**config.mk**
```make
export PLATFORM = sky130hd
export DESIGN_NAME = crc_guarded_flash_record_journal_core_flat
export DESIGN_NICKNAME = d
export VERILOG_FILES = /design/src/rtl/cfj_pkg.sv /design/src/rtl/cfj_ifs.sv /design/src/rtl/crc_guarded_flash_record_journal_core.sv /design/src/flat_wrapper.sv
export VERILOG_INCLUDE_DIRS = /design/src /design/src/rtl
export SDC_FILE = /design/constraint.sdc
export NUM_CORES = 2
export LEC_CHECK = 0
export BUFFER_PORTS_ARGS = -buffer_cell sky130_fd_sc_hd__buf_2
export CORE_UTILIZATION = 29
export CTS_BUF_LIST = sky130_fd_sc_hd__clkbuf_8
export DETAILED_ROUTE_END_ITERATION = 7
export PLACE_DENSITY = 0.5
export SLEW_MARGIN = 20
export SYNTH_ARGS = -nofsm -noshare
export SYNTH_HDL_FRONTEND = slang
export SYNTH_SLANG_ARGS = --single-unit
export TNS_END_PERCENT = 100
```
**constraint.sdc**
```tcl
create_clock -name i_clk -period 8.6 [get_ports i_clk]
set_clock_uncertainty 0.2 [all_clocks]
set_input_delay 0.43 -clock i_clk [delete_from_list [all_inputs] [get_ports i_clk]]
set_output_delay 0.43 -clock i_clk [all_outputs]
set_load 0.1 [all_outputs]
```
**src/rtl/assert_macros.svh**
```systemverilog
// Assertion macros for the journal RTL core.
// Needs a clock named i_clk and an active-low reset named i_rst_n in scope.
`ifndef ASSERT_MACROS_SVH
`define ASSERT_MACROS_SVH

// check while out of reset
`define CFJ_ASSERT(label, prop, msg) \
    label: assert property (@(posedge i_clk) disable iff (!i_rst_n) prop) \
        else $error(msg);

// check across reset as well
`define CFJ_ASSERT_RST(label, prop, msg) \
    label: assert property (@(posedge i_clk) prop) else $error(msg);

`endif

```
**src/rtl/cfj_pkg.sv**
```systemverilog
// Package for the flash record journal: command and status codes, marker
// words, request/result/state types and the 96-bit record CRC-32 network.
// No dependencies.
package cfj_pkg;

    localparam int SLOT_W     = 12;
    localparam int SLOT_CNT_W = 13;

    localparam logic [SLOT_CNT_W-1:0] MAX_SLOTS = 13'd4096;

    localparam logic [2:0] CMD_BEGIN_SCAN  = 3'd0;
    localparam logic [2:0] CMD_SCAN_RECORD = 3'd1;
    localparam logic [2:0] CMD_STORE       = 3'd2;
    localparam logic [2:0] CMD_MARK_MOVING = 3'd3;
    localparam logic [2:0] CMD_WRITE_DONE  = 3'd4;

    localparam logic [1:0] WST_OK         = 2'd0;
    localparam logic [1:0] WST_ERASE_FAIL = 2'd1;

    localparam logic [31:0] CRC_POLY     = 32'hEDB88320;
    localparam logic [31:0] MARK_VALID   = 32'h56414C44;
    localparam logic [31:0] MARK_INVALID = 32'h494E5644;
    localparam logic [31:0] SEQ_ERASED   = 32'hFFFFFFFF;

    typedef struct packed {
        logic [2:0]        cmd;
        logic [SLOT_W-1:0] slot_index;
        logic [31:0]       rec_seq;
        logic [31:0]       rec_position;
        logic [31:0]       rec_marker;
        logic [31:0]       rec_check;
        logic [31:0]       store_position;
        logic [1:0]        write_status;
    } t_req;

    typedef struct packed {
        logic              write_request;
        logic              erase_first;
        logic [SLOT_W-1:0] write_slot;
        logic [31:0]       write_seq;
        logic [31:0]       write_position;
        logic [31:0]       write_marker;
        logic [31:0]       write_check;
        logic              has_valid_stored;
        logic              has_any_record;
        logic [31:0]       latest_position_out;
    } t_rsp;

    typedef struct packed {
        logic [31:0]           next_sequence;
        logic [SLOT_CNT_W-1:0] next_slot;
        logic                  record_known;
        logic [31:0]           latest_marker;
        logic [31:0]           latest_position;
        logic                  write_pending;
        logic                  pending_erase;
        logic [31:0]           pending_marker;
        logic [31:0]           pending_position;
    } t_state;

    localparam t_state STATE_CLEAR = '{
        next_sequence:    32'd0,
        next_slot:        '0,
        record_known:     1'b0,
        latest_marker:    MARK_INVALID,
        latest_position:  32'd0,
        write_pending:    1'b0,
        pending_erase:    1'b0,
        pending_marker:   32'd0,
        pending_position: 32'd0
    };

    typedef logic [95:0][31:0] t_crc_cols;

    // bit-serial form, evaluated at elaboration only
    function automatic logic [31:0] crc_raw(input logic [95:0] d);
        logic [31:0] c;
        logic        fb;
        c = '1;
        for (int j = 0; j < 96; j++) begin
            fb = c[0] ^ d[j];
            c  = c >> 1;
            if (fb) begin
                c = c ^ CRC_POLY;
            end
        end
        return c;
    endfunction

    function automatic t_crc_cols crc_cols();
        t_crc_cols cols;
        for (int i = 0; i < 96; i++) begin
            cols[i] = crc_raw(96'd1 << i) ^ crc_raw(96'd0);
        end
        return cols;
    endfunction

    localparam t_crc_cols   CRC_COLS = crc_cols();
    localparam logic [31:0] CRC_BASE = ~crc_raw(96'd0);

    // flat XOR network over seq, position, marker, little-endian
    function automatic logic [31:0] crc_record(
        input logic [31:0] seq,
        input logic [31:0] pos,
        input logic [31:0] mark
    );
        logic [95:0] d;
        logic [31:0] c;
        d = {mark, pos, seq};
        c = CRC_BASE;
        for (int i = 0; i < 96; i++) begin
            if (d[i]) begin
                c = c ^ CRC_COLS[i];
            end
        end
        return c;
    endfunction

endpackage

```
**src/rtl/cfj_ifs.sv**
```systemverilog
// Valid/ready channel interfaces for journal requests and results.
// Depends on cfj_pkg for field widths.
interface cfj_req_if;
    logic                      valid;
    logic                      ready;
    logic [2:0]                cmd;
    logic [cfj_pkg::SLOT_W-1:0] slot_index;
    logic [31:0]               rec_seq;
    logic [31:0]               rec_position;
    logic [31:0]               rec_marker;
    logic [31:0]               rec_check;
    logic [31:0]               store_position;
    logic [1:0]                write_status;

    modport source (
        output valid, cmd, slot_index, rec_seq, rec_position, rec_marker,
               rec_check, store_position, write_status,
        input  ready
    );
    modport sink (
        input  valid, cmd, slot_index, rec_seq, rec_position, rec_marker,
               rec_check, store_position, write_status,
        output ready
    );
endinterface

interface cfj_rsp_if;
    logic                      valid;
    logic                      ready;
    logic                      write_request;
    logic                      erase_first;
    logic [cfj_pkg::SLOT_W-1:0] write_slot;
    logic [31:0]               write_seq;
    logic [31:0]               write_position;
    logic [31:0]               write_marker;
    logic [31:0]               write_check;
    logic                      has_valid_stored;
    logic                      has_any_record;
    logic [31:0]               latest_position_out;

    modport source (
        output valid, write_request, erase_first, write_slot, write_seq,
               write_position, write_marker, write_check, has_valid_stored,
               has_any_record, latest_position_out,
        input  ready
    );
    modport sink (
        input  valid, write_request, erase_first, write_slot, write_seq,
               write_position, write_marker, write_check, has_valid_stored,
               has_any_record, latest_position_out,
        output ready
    );
endinterface

```
**src/rtl/crc_guarded_flash_record_journal_core.sv**
```systemverilog
// Flash record journal controller: scan recovery, write requests, commit.
// Depends on cfj_pkg, cfj_ifs.sv and assert_macros.svh.
//
//   port         dir   handshake        carries
//   i_req        in    valid/ready      one command request per transfer
//   o_rsp        out   valid/ready      one result per request
//   i_cfg_we     in    write enable     slot_count (i_cfg_wdata)
//
// One request per cycle sustained while o_rsp is ready; stages are the input
// and result registers. Journal state updates as a request moves to the result
// register; the CRC networks and the sequence compare sit in that one stage.
// Synchronous active-low reset clears both stages and the journal state.
// A stalled o_rsp holds the result; i_req keeps flowing until both stages fill.
`include "assert_macros.svh"

module crc_guarded_flash_record_journal_core (
    input  logic                              i_clk,
    input  logic                              i_rst_n,
    input  logic                              i_cfg_we,
    input  logic [cfj_pkg::SLOT_CNT_W-1:0]    i_cfg_wdata,
    cfj_req_if.sink                           i_req,
    cfj_rsp_if.source                         o_rsp
);

    logic                           r_in_valid;
    cfj_pkg::t_req                  r_in;
    logic                           r_out_valid;
    cfj_pkg::t_rsp                  r_out;
    cfj_pkg::t_state                r_st;
    cfj_pkg::t_state                n_st;
    cfj_pkg::t_rsp                  n_rsp;
    logic [cfj_pkg::SLOT_CNT_W-1:0] r_slot_count;

    cfj_pkg::t_req                  w_req;
    logic                           w_adv;
    logic [cfj_pkg::SLOT_CNT_W-1:0] w_eff;
    logic [31:0]                    w_scan_crc;
    logic                           w_scan_good;
    logic                           w_iss;
    logic [31:0]                    w_iss_pos;
    logic [31:0]                    w_iss_mark;
    logic                           w_erase;

    assign w_req = '{
        cmd:            i_req.cmd,
        slot_index:     i_req.slot_index,
        rec_seq:        i_req.rec_seq,
        rec_position:   i_req.rec_position,
        rec_marker:     i_req.rec_marker,
        rec_check:      i_req.rec_check,
        store_position: i_req.store_position,
        write_status:   i_req.write_status
    };

    assign w_adv       = r_in_valid && (!r_out_valid || o_rsp.ready);
    assign i_req.ready = !r_in_valid || w_adv;

    always_comb begin
        n_st        = r_st;
        n_rsp       = '0;
        w_iss       = 1'b0;
        w_iss_pos   = r_in.store_position;
        w_iss_mark  = cfj_pkg::MARK_VALID;
        w_eff       = (r_slot_count > cfj_pkg::MAX_SLOTS) ? cfj_pkg::MAX_SLOTS : r_slot_count;
        w_erase     = r_st.next_slot >= w_eff;
        w_scan_crc  = cfj_pkg::crc_record(r_in.rec_seq, r_in.rec_position, r_in.rec_marker);
        w_scan_good = ({1'b0, r_in.slot_index} < w_eff)
                      && (r_in.rec_seq != cfj_pkg::SEQ_ERASED)
                      && (w_scan_crc == r_in.rec_check);

        unique case (r_in.cmd)
            cfj_pkg::CMD_BEGIN_SCAN: begin
                n_st = cfj_pkg::STATE_CLEAR;
            end
            cfj_pkg::CMD_SCAN_RECORD: begin
                if (w_scan_good && (!r_st.record_known
                        || r_in.rec_seq >= r_st.next_sequence - 32'd1)) begin
                    n_st.next_sequence   = r_in.rec_seq + 32'd1;
                    n_st.next_slot       = {1'b0, r_in.slot_index} + 13'd1;
                    n_st.latest_marker   = r_in.rec_marker;
                    n_st.latest_position = r_in.rec_position;
                    n_st.record_known    = 1'b1;
                end
            end
            cfj_pkg::CMD_STORE: begin
                w_iss = 1'b1;
            end
            cfj_pkg::CMD_MARK_MOVING: begin
                w_iss      = r_st.latest_marker != cfj_pkg::MARK_INVALID;
                w_iss_pos  = r_st.latest_position;
                w_iss_mark = cfj_pkg::MARK_INVALID;
            end
            cfj_pkg::CMD_WRITE_DONE: begin
                if (r_st.write_pending) begin
                    if (r_in.write_status == cfj_pkg::WST_OK) begin
                        n_st.next_slot = (r_st.pending_erase ? '0 : r_st.next_slot)
                                         + 13'd1;
                        n_st.next_sequence   = r_st.next_sequence + 32'd1;
                        n_st.record_known    = 1'b1;
                        n_st.latest_marker   = r_st.pending_marker;
                        n_st.latest_position = r_st.pending_position;
                    end else if (r_in.write_status != cfj_pkg::WST_ERASE_FAIL) begin
                        if (r_st.pending_erase) begin
                            n_st.next_slot = '0;
                        end
                    end
                    n_st.write_pending = 1'b0;
                    n_st.pending_erase = 1'b0;
                end
            end
            default: begin
            end
        endcase

        if (w_iss && w_eff != '0 && !r_st.write_pending) begin
            n_st.write_pending    = 1'b1;
            n_st.pending_erase    = w_erase;
            n_st.pending_marker   = w_iss_mark;
            n_st.pending_position = w_iss_pos;
            n_rsp.write_request   = 1'b1;
            n_rsp.erase_first     = w_erase;
            n_rsp.write_slot      = w_erase ? '0 : r_st.next_slot[cfj_pkg::SLOT_W-1:0];
            n_rsp.write_seq       = r_st.next_sequence;
            n_rsp.write_position  = w_iss_pos;
            n_rsp.write_marker    = w_iss_mark;
            n_rsp.write_check     = cfj_pkg::crc_record(r_st.next_sequence, w_iss_pos,
                                                        w_iss_mark);
        end

        n_rsp.has_valid_stored    = n_st.record_known
                                    && (n_st.latest_marker == cfj_pkg::MARK_VALID);
        n_rsp.has_any_record      = n_st.record_known;
        n_rsp.latest_position_out = n_st.latest_position;
    end

    always_ff @(posedge i_clk) begin
        if (!i_rst_n) begin
            r_in_valid   <= 1'b0;
            r_out_valid  <= 1'b0;
            r_st         <= cfj_pkg::STATE_CLEAR;
            r_slot_count <= '0;
        end else begin
            if (i_cfg_we) begin
                r_slot_count <= i_cfg_wdata;
            end
            if (i_req.valid && i_req.ready) begin
                r_in_valid <= 1'b1;
            end else if (w_adv) begin
                r_in_valid <= 1'b0;
            end
            if (w_adv) begin
                r_out_valid <= 1'b1;
                r_st        <= n_st;
            end else if (o_rsp.ready) begin
                r_out_valid <= 1'b0;
            end
        end
    end

    always_ff @(posedge i_clk) begin
        if (i_req.valid && i_req.ready) begin
            r_in <= w_req;
        end
        if (w_adv) begin
            r_out <= n_rsp;
        end
    end

    assign o_rsp.valid               = r_out_valid;
    assign o_rsp.write_request       = r_out.write_request;
    assign o_rsp.erase_first         = r_out.erase_first;
    assign o_rsp.write_slot          = r_out.write_slot;
    assign o_rsp.write_seq           = r_out.write_seq;
    assign o_rsp.write_position      = r_out.write_position;
    assign o_rsp.write_marker        = r_out.write_marker;
    assign o_rsp.write_check         = r_out.write_check;
    assign o_rsp.has_valid_stored    = r_out.has_valid_stored;
    assign o_rsp.has_any_record      = r_out.has_any_record;
    assign o_rsp.latest_position_out = r_out.latest_position_out;

    `CFJ_ASSERT(a_issue_only_idle, w_adv && n_rsp.write_request |-> !r_st.write_pending, "write issued while pending")
    `CFJ_ASSERT(a_issue_sets_pending, w_adv && n_rsp.write_request |=> r_st.write_pending, "issued write not pending")
    `CFJ_ASSERT(a_erase_slot_zero, r_out_valid && r_out.erase_first |-> r_out.write_request && r_out.write_slot == '0, "erase request with nonzero slot")
    `CFJ_ASSERT_RST(a_reset_empties, !i_rst_n |=> !r_in_valid && !r_out_valid, "stages not cleared by reset")

endmodule

```
**src/flat_wrapper.sv**
```systemverilog
// flat-port wrapper written by rule: the top's interface ports become plain ports
module crc_guarded_flash_record_journal_core_flat 
  (i_clk, i_rst_n, i_cfg_we, i_cfg_wdata, i_req_valid, i_req_cmd, i_req_slot_index, i_req_rec_seq, i_req_rec_position, i_req_rec_marker, i_req_rec_check, i_req_store_position, i_req_write_status, i_req_ready, o_rsp_valid, o_rsp_write_request, o_rsp_erase_first, o_rsp_write_slot, o_rsp_write_seq, o_rsp_write_position, o_rsp_write_marker, o_rsp_write_check, o_rsp_has_valid_stored, o_rsp_has_any_record, o_rsp_latest_position_out, o_rsp_ready);
  cfj_req_if i_req_i ();
  cfj_rsp_if o_rsp_i ();
  input  logic i_clk;
  input  logic i_rst_n;
  input  logic i_cfg_we;
  input  logic [cfj_pkg::SLOT_CNT_W-1:0] i_cfg_wdata;
  input wire logic [$bits(i_req_i.valid)-1:0] i_req_valid;
  input wire logic [$bits(i_req_i.cmd)-1:0] i_req_cmd;
  input wire logic [$bits(i_req_i.slot_index)-1:0] i_req_slot_index;
  input wire logic [$bits(i_req_i.rec_seq)-1:0] i_req_rec_seq;
  input wire logic [$bits(i_req_i.rec_position)-1:0] i_req_rec_position;
  input wire logic [$bits(i_req_i.rec_marker)-1:0] i_req_rec_marker;
  input wire logic [$bits(i_req_i.rec_check)-1:0] i_req_rec_check;
  input wire logic [$bits(i_req_i.store_position)-1:0] i_req_store_position;
  input wire logic [$bits(i_req_i.write_status)-1:0] i_req_write_status;
  output wire logic [$bits(i_req_i.ready)-1:0] i_req_ready;
  output wire logic [$bits(o_rsp_i.valid)-1:0] o_rsp_valid;
  output wire logic [$bits(o_rsp_i.write_request)-1:0] o_rsp_write_request;
  output wire logic [$bits(o_rsp_i.erase_first)-1:0] o_rsp_erase_first;
  output wire logic [$bits(o_rsp_i.write_slot)-1:0] o_rsp_write_slot;
  output wire logic [$bits(o_rsp_i.write_seq)-1:0] o_rsp_write_seq;
  output wire logic [$bits(o_rsp_i.write_position)-1:0] o_rsp_write_position;
  output wire logic [$bits(o_rsp_i.write_marker)-1:0] o_rsp_write_marker;
  output wire logic [$bits(o_rsp_i.write_check)-1:0] o_rsp_write_check;
  output wire logic [$bits(o_rsp_i.has_valid_stored)-1:0] o_rsp_has_valid_stored;
  output wire logic [$bits(o_rsp_i.has_any_record)-1:0] o_rsp_has_any_record;
  output wire logic [$bits(o_rsp_i.latest_position_out)-1:0] o_rsp_latest_position_out;
  input wire logic [$bits(o_rsp_i.ready)-1:0] o_rsp_ready;
  assign i_req_i.valid = i_req_valid;
  assign i_req_i.cmd = i_req_cmd;
  assign i_req_i.slot_index = i_req_slot_index;
  assign i_req_i.rec_seq = i_req_rec_seq;
  assign i_req_i.rec_position = i_req_rec_position;
  assign i_req_i.rec_marker = i_req_rec_marker;
  assign i_req_i.rec_check = i_req_rec_check;
  assign i_req_i.store_position = i_req_store_position;
  assign i_req_i.write_status = i_req_write_status;
  assign i_req_ready = i_req_i.ready;
  assign o_rsp_valid = o_rsp_i.valid;
  assign o_rsp_write_request = o_rsp_i.write_request;
  assign o_rsp_erase_first = o_rsp_i.erase_first;
  assign o_rsp_write_slot = o_rsp_i.write_slot;
  assign o_rsp_write_seq = o_rsp_i.write_seq;
  assign o_rsp_write_position = o_rsp_i.write_position;
  assign o_rsp_write_marker = o_rsp_i.write_marker;
  assign o_rsp_write_check = o_rsp_i.write_check;
  assign o_rsp_has_valid_stored = o_rsp_i.has_valid_stored;
  assign o_rsp_has_any_record = o_rsp_i.has_any_record;
  assign o_rsp_latest_position_out = o_rsp_i.latest_position_out;
  assign o_rsp_i.ready = o_rsp_ready;
  crc_guarded_flash_record_journal_core u_core (.i_clk(i_clk), .i_rst_n(i_rst_n), .i_cfg_we(i_cfg_we), .i_cfg_wdata(i_cfg_wdata), .i_req(i_req_i), .o_rsp(o_rsp_i));
endmodule
```
# [After elaboration in Yosys (flattened, before gate mapping)]
# Cells that the tools add are included.
[classes] order_cmp=4 reduce_logical=29 eq_ne=14 shifts=0 bitwise_logic=191 add_sub_neg=5 div_mod_pow=0 multipliers=0 mux=308
[op_table] operator="2-to-1 mux 32 bit" count=183
[op_table] operator="2-to-1 mux 31 bit" count=42
[op_table] operator="2-to-1 mux 30 bit" count=22
[op_table] operator="inverter 15 bit" count=42
[op_table] operator="inverter 13 bit" count=42
[op_table] operator="2-to-1 mux 29 bit" count=15
[op_table] operator="inverter 16 bit" count=26
[op_table] operator="one-hot mux 110 bit (3 select lines)" count=1
[op_table] operator="2-to-1 mux 28 bit" count=10
[op_table] operator="2-to-1 mux 27 bit" count=10
[op_table] operator="inverter 14 bit" count=18
[op_table] operator="inverter 20 bit" count=12
[op_table] operator="inverter 18 bit" count=12
[op_table] operator="inverter 12 bit" count=16
[op_table] operator="inverter 17 bit" count=10
[op_table] operator="2-to-1 mux 26 bit" count=6
[op_table] operator="2-to-1 mux 142 bit" count=1
[op_table] operator="2-to-1 mux 112 bit" count=1
[op_table] operator="2-to-1 mux 110 bit" count=1
[op_table] operator="inverter 19 bit" count=4
[op_table] operator="2-to-1 mux 66 bit" count=1
[op_table] operator="2-to-1 mux 65 bit" count=1
[op_table] operator="adder 32 x 1 -> 32 bit, second input constant" count=2
[op_table] operator="2-to-1 mux 64 bit" count=1
[op_table] operator="38 further kinds" count=72
[totals] output_inout_bits=178 latch_bits=0 register_bits=544 ramBits=0 word_cells=581 mem_bits_ro=0 input_bits=195 n_memories=0

# [Logic depth before layout (Yosys ltp)]
[logic_depth] word_depth=291 depth_mapped=29 mapped_depth_nobuf=24

# [Least setup slack after synthesis]
# No wires, ideal clock.
[synth_path] path_type="reg-to-reg" from="register u_core.r_out_valid, in the netlist u_core.o_rsp.valid" to="register u_core.r_in[0] (netlist name) (enable)" synth_period_minus_slack_ps=6516 required_time_ps=7843 path_stages_with_launch=4 arrival_ps=5759 slack_ps=2084 n_path_buf=0 setup_time_ps=557 path_cell_list="dfxtp_1 -> nor2b_1 -> nand2_1 -> and2_1"
[synth_between] elab_chain_cells=5
[synth_lines] element="start, declared" line="crc_guarded_flash_record_journal_core.sv:27" source="logic r_out_valid;"
[synth_lines] element="start signal, assigned" line="crc_guarded_flash_record_journal_core.sv:139" source="r_out_valid <= 1'b0;"
[synth_lines] element="start signal, assigned" line="crc_guarded_flash_record_journal_core.sv:152" source="r_out_valid <= 1'b1;"
[synth_lines] element="start signal, assigned" line="crc_guarded_flash_record_journal_core.sv:155" source="r_out_valid <= 1'b0;"
[synth_lines] element="zero test 1 bit" line="crc_guarded_flash_record_journal_core.sv:55" source="assign w_adv = r_in_valid && (!r_out_valid || o_rsp.ready);"
[synth_lines] element="logical OR 1 bit" line="crc_guarded_flash_record_journal_core.sv:55"
[synth_lines] element="logical AND 1 bit" line="crc_guarded_flash_record_journal_core.sv:55"
[synth_lines] element="logical OR 1 bit" line="crc_guarded_flash_record_journal_core.sv:56" source="assign i_req.ready = !r_in_valid || w_adv;"
[synth_lines] element="via i_req_ready" line="flat_wrapper.sv:19" source="output wire logic [$bits(i_req_i.ready)-1:0] i_req_ready;"
[synth_lines] element="logical AND 1 bit" line="crc_guarded_flash_record_journal_core.sv:161" source="if (i_req.valid && i_req.ready) begin"
[synth_lines] element="end signal, assigned" line="crc_guarded_flash_record_journal_core.sv:162" source="r_in <= w_req;"
[synth_lines] element="end, declared" line="crc_guarded_flash_record_journal_core.sv:26" source="cfj_pkg::t_req r_in;"
# The timed path passes the listed nets, and every way through them passes these cells.
# A chain may end at the register's enable or synchronous reset.

# [Worst setup path after layout]
[layout_path] from="register u_core.r_st[145] (netlist name)" to="register u_core.r_st[167] (netlist name)"
[layout_between] elab_chain_cells=6 word_cells_on_any_way=10 cone_classes="add/sub: 2; order compare: 1; eq/ne: 1; mux: 3; reduce/logical: 3"
[layout_lines] element="start, declared" line="crc_guarded_flash_record_journal_core.sv:29" source="cfj_pkg::t_state r_st;"
[layout_lines] element="start signal, assigned" line="crc_guarded_flash_record_journal_core.sv:140" source="r_st <= cfj_pkg::STATE_CLEAR;"
[layout_lines] element="start signal, assigned" line="crc_guarded_flash_record_journal_core.sv:153" source="r_st <= n_st;"
[layout_lines] element="subtractor 32 x 1 -> 32 bit" line="crc_guarded_flash_record_journal_core.sv:77" source="|| r_in.rec_seq >= r_st.next_sequence - 32'd1)) begin"
[layout_lines] element=">= comparator 32 bit" line="crc_guarded_flash_record_journal_core.sv:77"
[layout_lines] element="logical OR 1 bit" line="crc_guarded_flash_record_journal_core.sv:77"
[layout_lines] element="logical AND 1 bit" line="crc_guarded_flash_record_journal_core.sv:76" source="if (w_scan_good && (!r_st.record_known"
[layout_lines] element="inequality test 2 x 1 -> 1 bit (no line)"
[layout_lines] element="AND reduction 5 bit (no line)"
# Several ways; a longest one is shown, not always the timed one. The select of a mux whose other input is x is not followed.

==> impl_metrics.tcl <==
set metrics [dict create \
    status "completed" \
    numPortBuffers 358 \
    worstMarginPinSlew_ns 1.13 \
    fmax_mhz 132 \
    core_um2 116000 \
    slew_viol_final 0 \
    gp_congestion 0.954 \
    drt_iter0_markers 2364 \
    antenna_found_initial 5 \
    ant_nets 0 \
    whs_ns 0.172 \
    cp.required_ns 8.99 \
    post-route-drc-count 0 \
    track_usage 0.233 \
    rrSetupSlack_ns 1.05 \
    syn_area_per_cell_um2 10.5 \
    synth_edf_count 324 \
    p_leak_nw 16.3 \
    vias_per_cell 4.95 \
    synth_area_um2 34100 \
    final_layout_size_suffix_gt1_frac 0.164 \
    startpoint_type "register" \
    wl_per_cell_um 26.3 \
    setup_ws_ns 1.05 \
    ff2ff_path_depth 26 \
    num_vias 26500 \
    syn2layout_area_growth_pct 21.7 \
    synth_top_area_cell "edfxtp_1" \
    crit_type "register to register" \
    cts-htree-levels 3 \
    holdPathEnd "u_core.r_in[167]$_DFFE_PP_" \
    grt_pass1_vias 25900 \
    holdPathStages 2 \
    die_w_um 345 \
    hp-class "input pin to register" \
    die_y_um 345 \
    cts_buffer_depth 3 \
    clk_pin_slew_ns 0.06 \
    rsz0062_at_grt "false" \
    clockRootBuffer "clkbuf_8" \
    ir_drop_mv 0.143 \
    overflow 0 \
    cts-resized-gates 0 \
    syn_inst 3248 \
    cts_tree "yes" \
    power_density_nw_per_um2 221 \
    synthArstFlopShare 0 \
    dieArea_um2 119000 \
    dr.pass1.iters 6 \
    tns_ns 0 \
    drt-total-wl_um 141000 \
    cpMaxStageDelayCell "or4_1" \
    crit_path_end_kind "register" \
    pre_cts_ws_ns 1.15 \
    seqCellArea_um2 13000 \
    r2r_start "u_core.r_st[145]$_SDFFE_PN0P_" \
    num_rows 125 \
    dpl.hpwl_um 103000 \
    setup_viol 0 \
    hold_start "i_req_slot_index[5]" \
    start_util 0.293 \
    ys.flop_type "edfxtp_1" \
    io-pin-count 373 \
    nets 4019 \
    yosysTopAreaCellShare 0.285 \
    cap_violations 0 \
    synth-seq-area-share 0.381 \
    worstSkewPairLatency_ns 0.77 \
    crit_fanout 50 \
    period_share 0.878 \
    ys_ff_latch 486 \
    max_slew_margin 0.244 \
    multi_input_area_um2 19800 \
    grt_pass1_wl_um 195000 \
    fillers 11800 \
    cts_sinks 486 \
    hold_violations 0 \
    grt_max_degree 133 \
    r2r_end "u_core.r_st[167]$_SDFFE_PN0P_" \
    synthTopCellsByArea "edfxtp_1, xnor2_1, dfxtp_1" \
    post-route-min-period_ns 7.55 \
    ys_warn_count 0 \
    arrival_ns 7.94 \
    synth.distinct_cells 76 \
    cts_setup_buffers 0 \
    slowest_delay_ns 0.93 \
    cts_inserted_buffers 93 \
]
-- worst max path at each step --
stage                                               end  slack [ns]  cells after the start                            start
final                     u_core.r_st[167]$_SDFFE_PN0P_        1.05                     26    u_core.r_st[145]$_SDFFE_PN0P_
after global routing      u_core.r_st[168]$_SDFFE_PN0P_        0.42                     26    u_core.r_st[145]$_SDFFE_PN0P_
after CTS                 u_core.r_st[168]$_SDFFE_PN0P_        1.05                     26    u_core.r_st[145]$_SDFFE_PN0P_
after detailed placement  u_core.r_st[168]$_SDFFE_PN0P_        1.15                     26    u_core.r_st[145]$_SDFFE_PN0P_
after global placement    u_core.r_st[151]$_SDFFE_PN0P_        1.24                     26    u_core.r_st[145]$_SDFFE_PN0P_
after floorplan                u_core.r_in[0]$_DFFE_PP_        2.08                      3  u_core.o_rsp.valid$_SDFFE_PN0P_
-- cells in the mapped netlist, types with 7 or more instances --
cell type,instances
buf_1,14
a211oi_1,36
xor2_1,214
dfxtp_1,162
xnor2_2,9
a221oi_1,7
and2_1,49
a22oi_1,32
o211ai_1,8
nand2b_1,12
xnor2_1,861
o21ai_1,24
o32ai_1,15
and3_1,21
nand3_1,46
nand2_1,136
o21a_1,12
edfxtp_1,324
nor4_1,22
o22ai_1,12
nand4_1,34
o21ai_0,67
buf_2,63
a222oi_1,26
buf_4,35
a21oi_1,94
or4_1,9
nor3_1,28
mux2_2,7
xnor3_1,110
ha_1,71
nor2b_1,15
nor2_1,313
a31oi_1,14
mux2i_1,43
a21o_1,18
inv_1,48
clkbuf_1,152
-- per-stage QoR --
step           instance area (um2)  total power, W  utilization  cells
2_1_floorplan                34100         0.00569            -   3261
3_3_place_gp                 37400         0.00661        0.321   4974
3_5_place_dp                 37400         0.00662        0.322   4975
4_1_cts                      41500         0.00923        0.356   5354
5_1_grt                      41500         0.00956        0.356   5357
6_report                     41500         0.00917        0.356   5359
-- flip-flops by register name (all words and copies together) (netlist names), 3 cells and up --
register / count
u_core.r_in: 177
u_core.o_rsp.write_position: 32
u_core.o_rsp.latest_position_out: 32
u_core.o_rsp.write_seq: 32
u_core.r_slot_count: 13
u_core.r_st: 147
u_core.o_rsp.write_marker: 3
u_core.o_rsp.write_check: 32
u_core.o_rsp.write_slot: 12
-- power breakdown --
group / leakage, nW / internal (W) / total, W / switching [W]
registers: 4.50 / 0.00263 / 0.00281 / 0.000181
clock network: 1.06 / 0.00138 / 0.00249 / 0.00111
logic: 10.7 / 0.00177 / 0.00388 / 0.00211
-- logic make-up (layout without fill, tap and decap cells) --
| logic type | Yosys count | count (layout) | share of synthesized area |
|---|---|---|---|
| xor+xnor | 1204 | 1204 | 0.360 |
| simple gates | 715 | 715 | 0.0979 |
| flops | 486 | 486 | 0.381 |
| compound gates | 405 | 405 | 0.0797 |
| buf+inv | 316 | 885 | 0.0410 |
| fa+ha+maj | 71 | 71 | 0.0261 |
| mux | 50 | 50 | 0.0149 |
| other cells | 1 | 19 | 0.000110 |
-- cell usage in the layout (no fill, tap or decap), types with 95 or more instances in the layout --
| cell type | instances |
|---|---|
| buf_4 | 95 |
| xor2_1 | 214 |
| xnor3_1 | 110 |
| dfxtp_1 | 162 |
| dlygate4sd3_1 | 207 |
| nand2_1 | 135 |
| edfxtp_1 | 324 |
| clkbuf_8 | 99 |
| nor2_1 | 313 |
| buf_2 | 358 |
| xnor2_1 | 861 |
-- area by class of cell --
| cell class | count | share of cell area |
|---|---|---|
| diodes | 5 | 0.000302 |
| clock buffers | 99 | 0.0328 |
| clock inverters | 73 | 0.0149 |
| inverters | 51 | 0.00492 |
| multi-input cells | 2459 | 0.477 |
| flip-flops and latches | 486 | 0.313 |
| well taps | 1524 | 0.0460 |
| repair buffers | 662 | 0.111 |
-- metal layers --
metal	track usage	vias to the layer above	wire [um]
met5	0	-	0
met4	0.0816	0	4770
met3	0.0358	241	8930
met2	0.385	1077	66700
met1	0.309	13100	60500
li1	-	12100	-
-- repair_timing --
action / in CTS / in global routing
endpoints found under the setup margin: 0 / 0
hold endpoints to repair: 208 / 0
hold buffers: 207 / 0
-- worst max-delay path, delay by kind of cell, from the launching register on --
family	cells	cell delay [ns]
xor+xnor	1	0.11
fa+ha+maj	2	0.66
simple gates	10	3.31
compound gates	9	1.60
flops	1	0.40
buf+inv	4	1.07
Note: power is estimated with default switching activity, not from simulation.
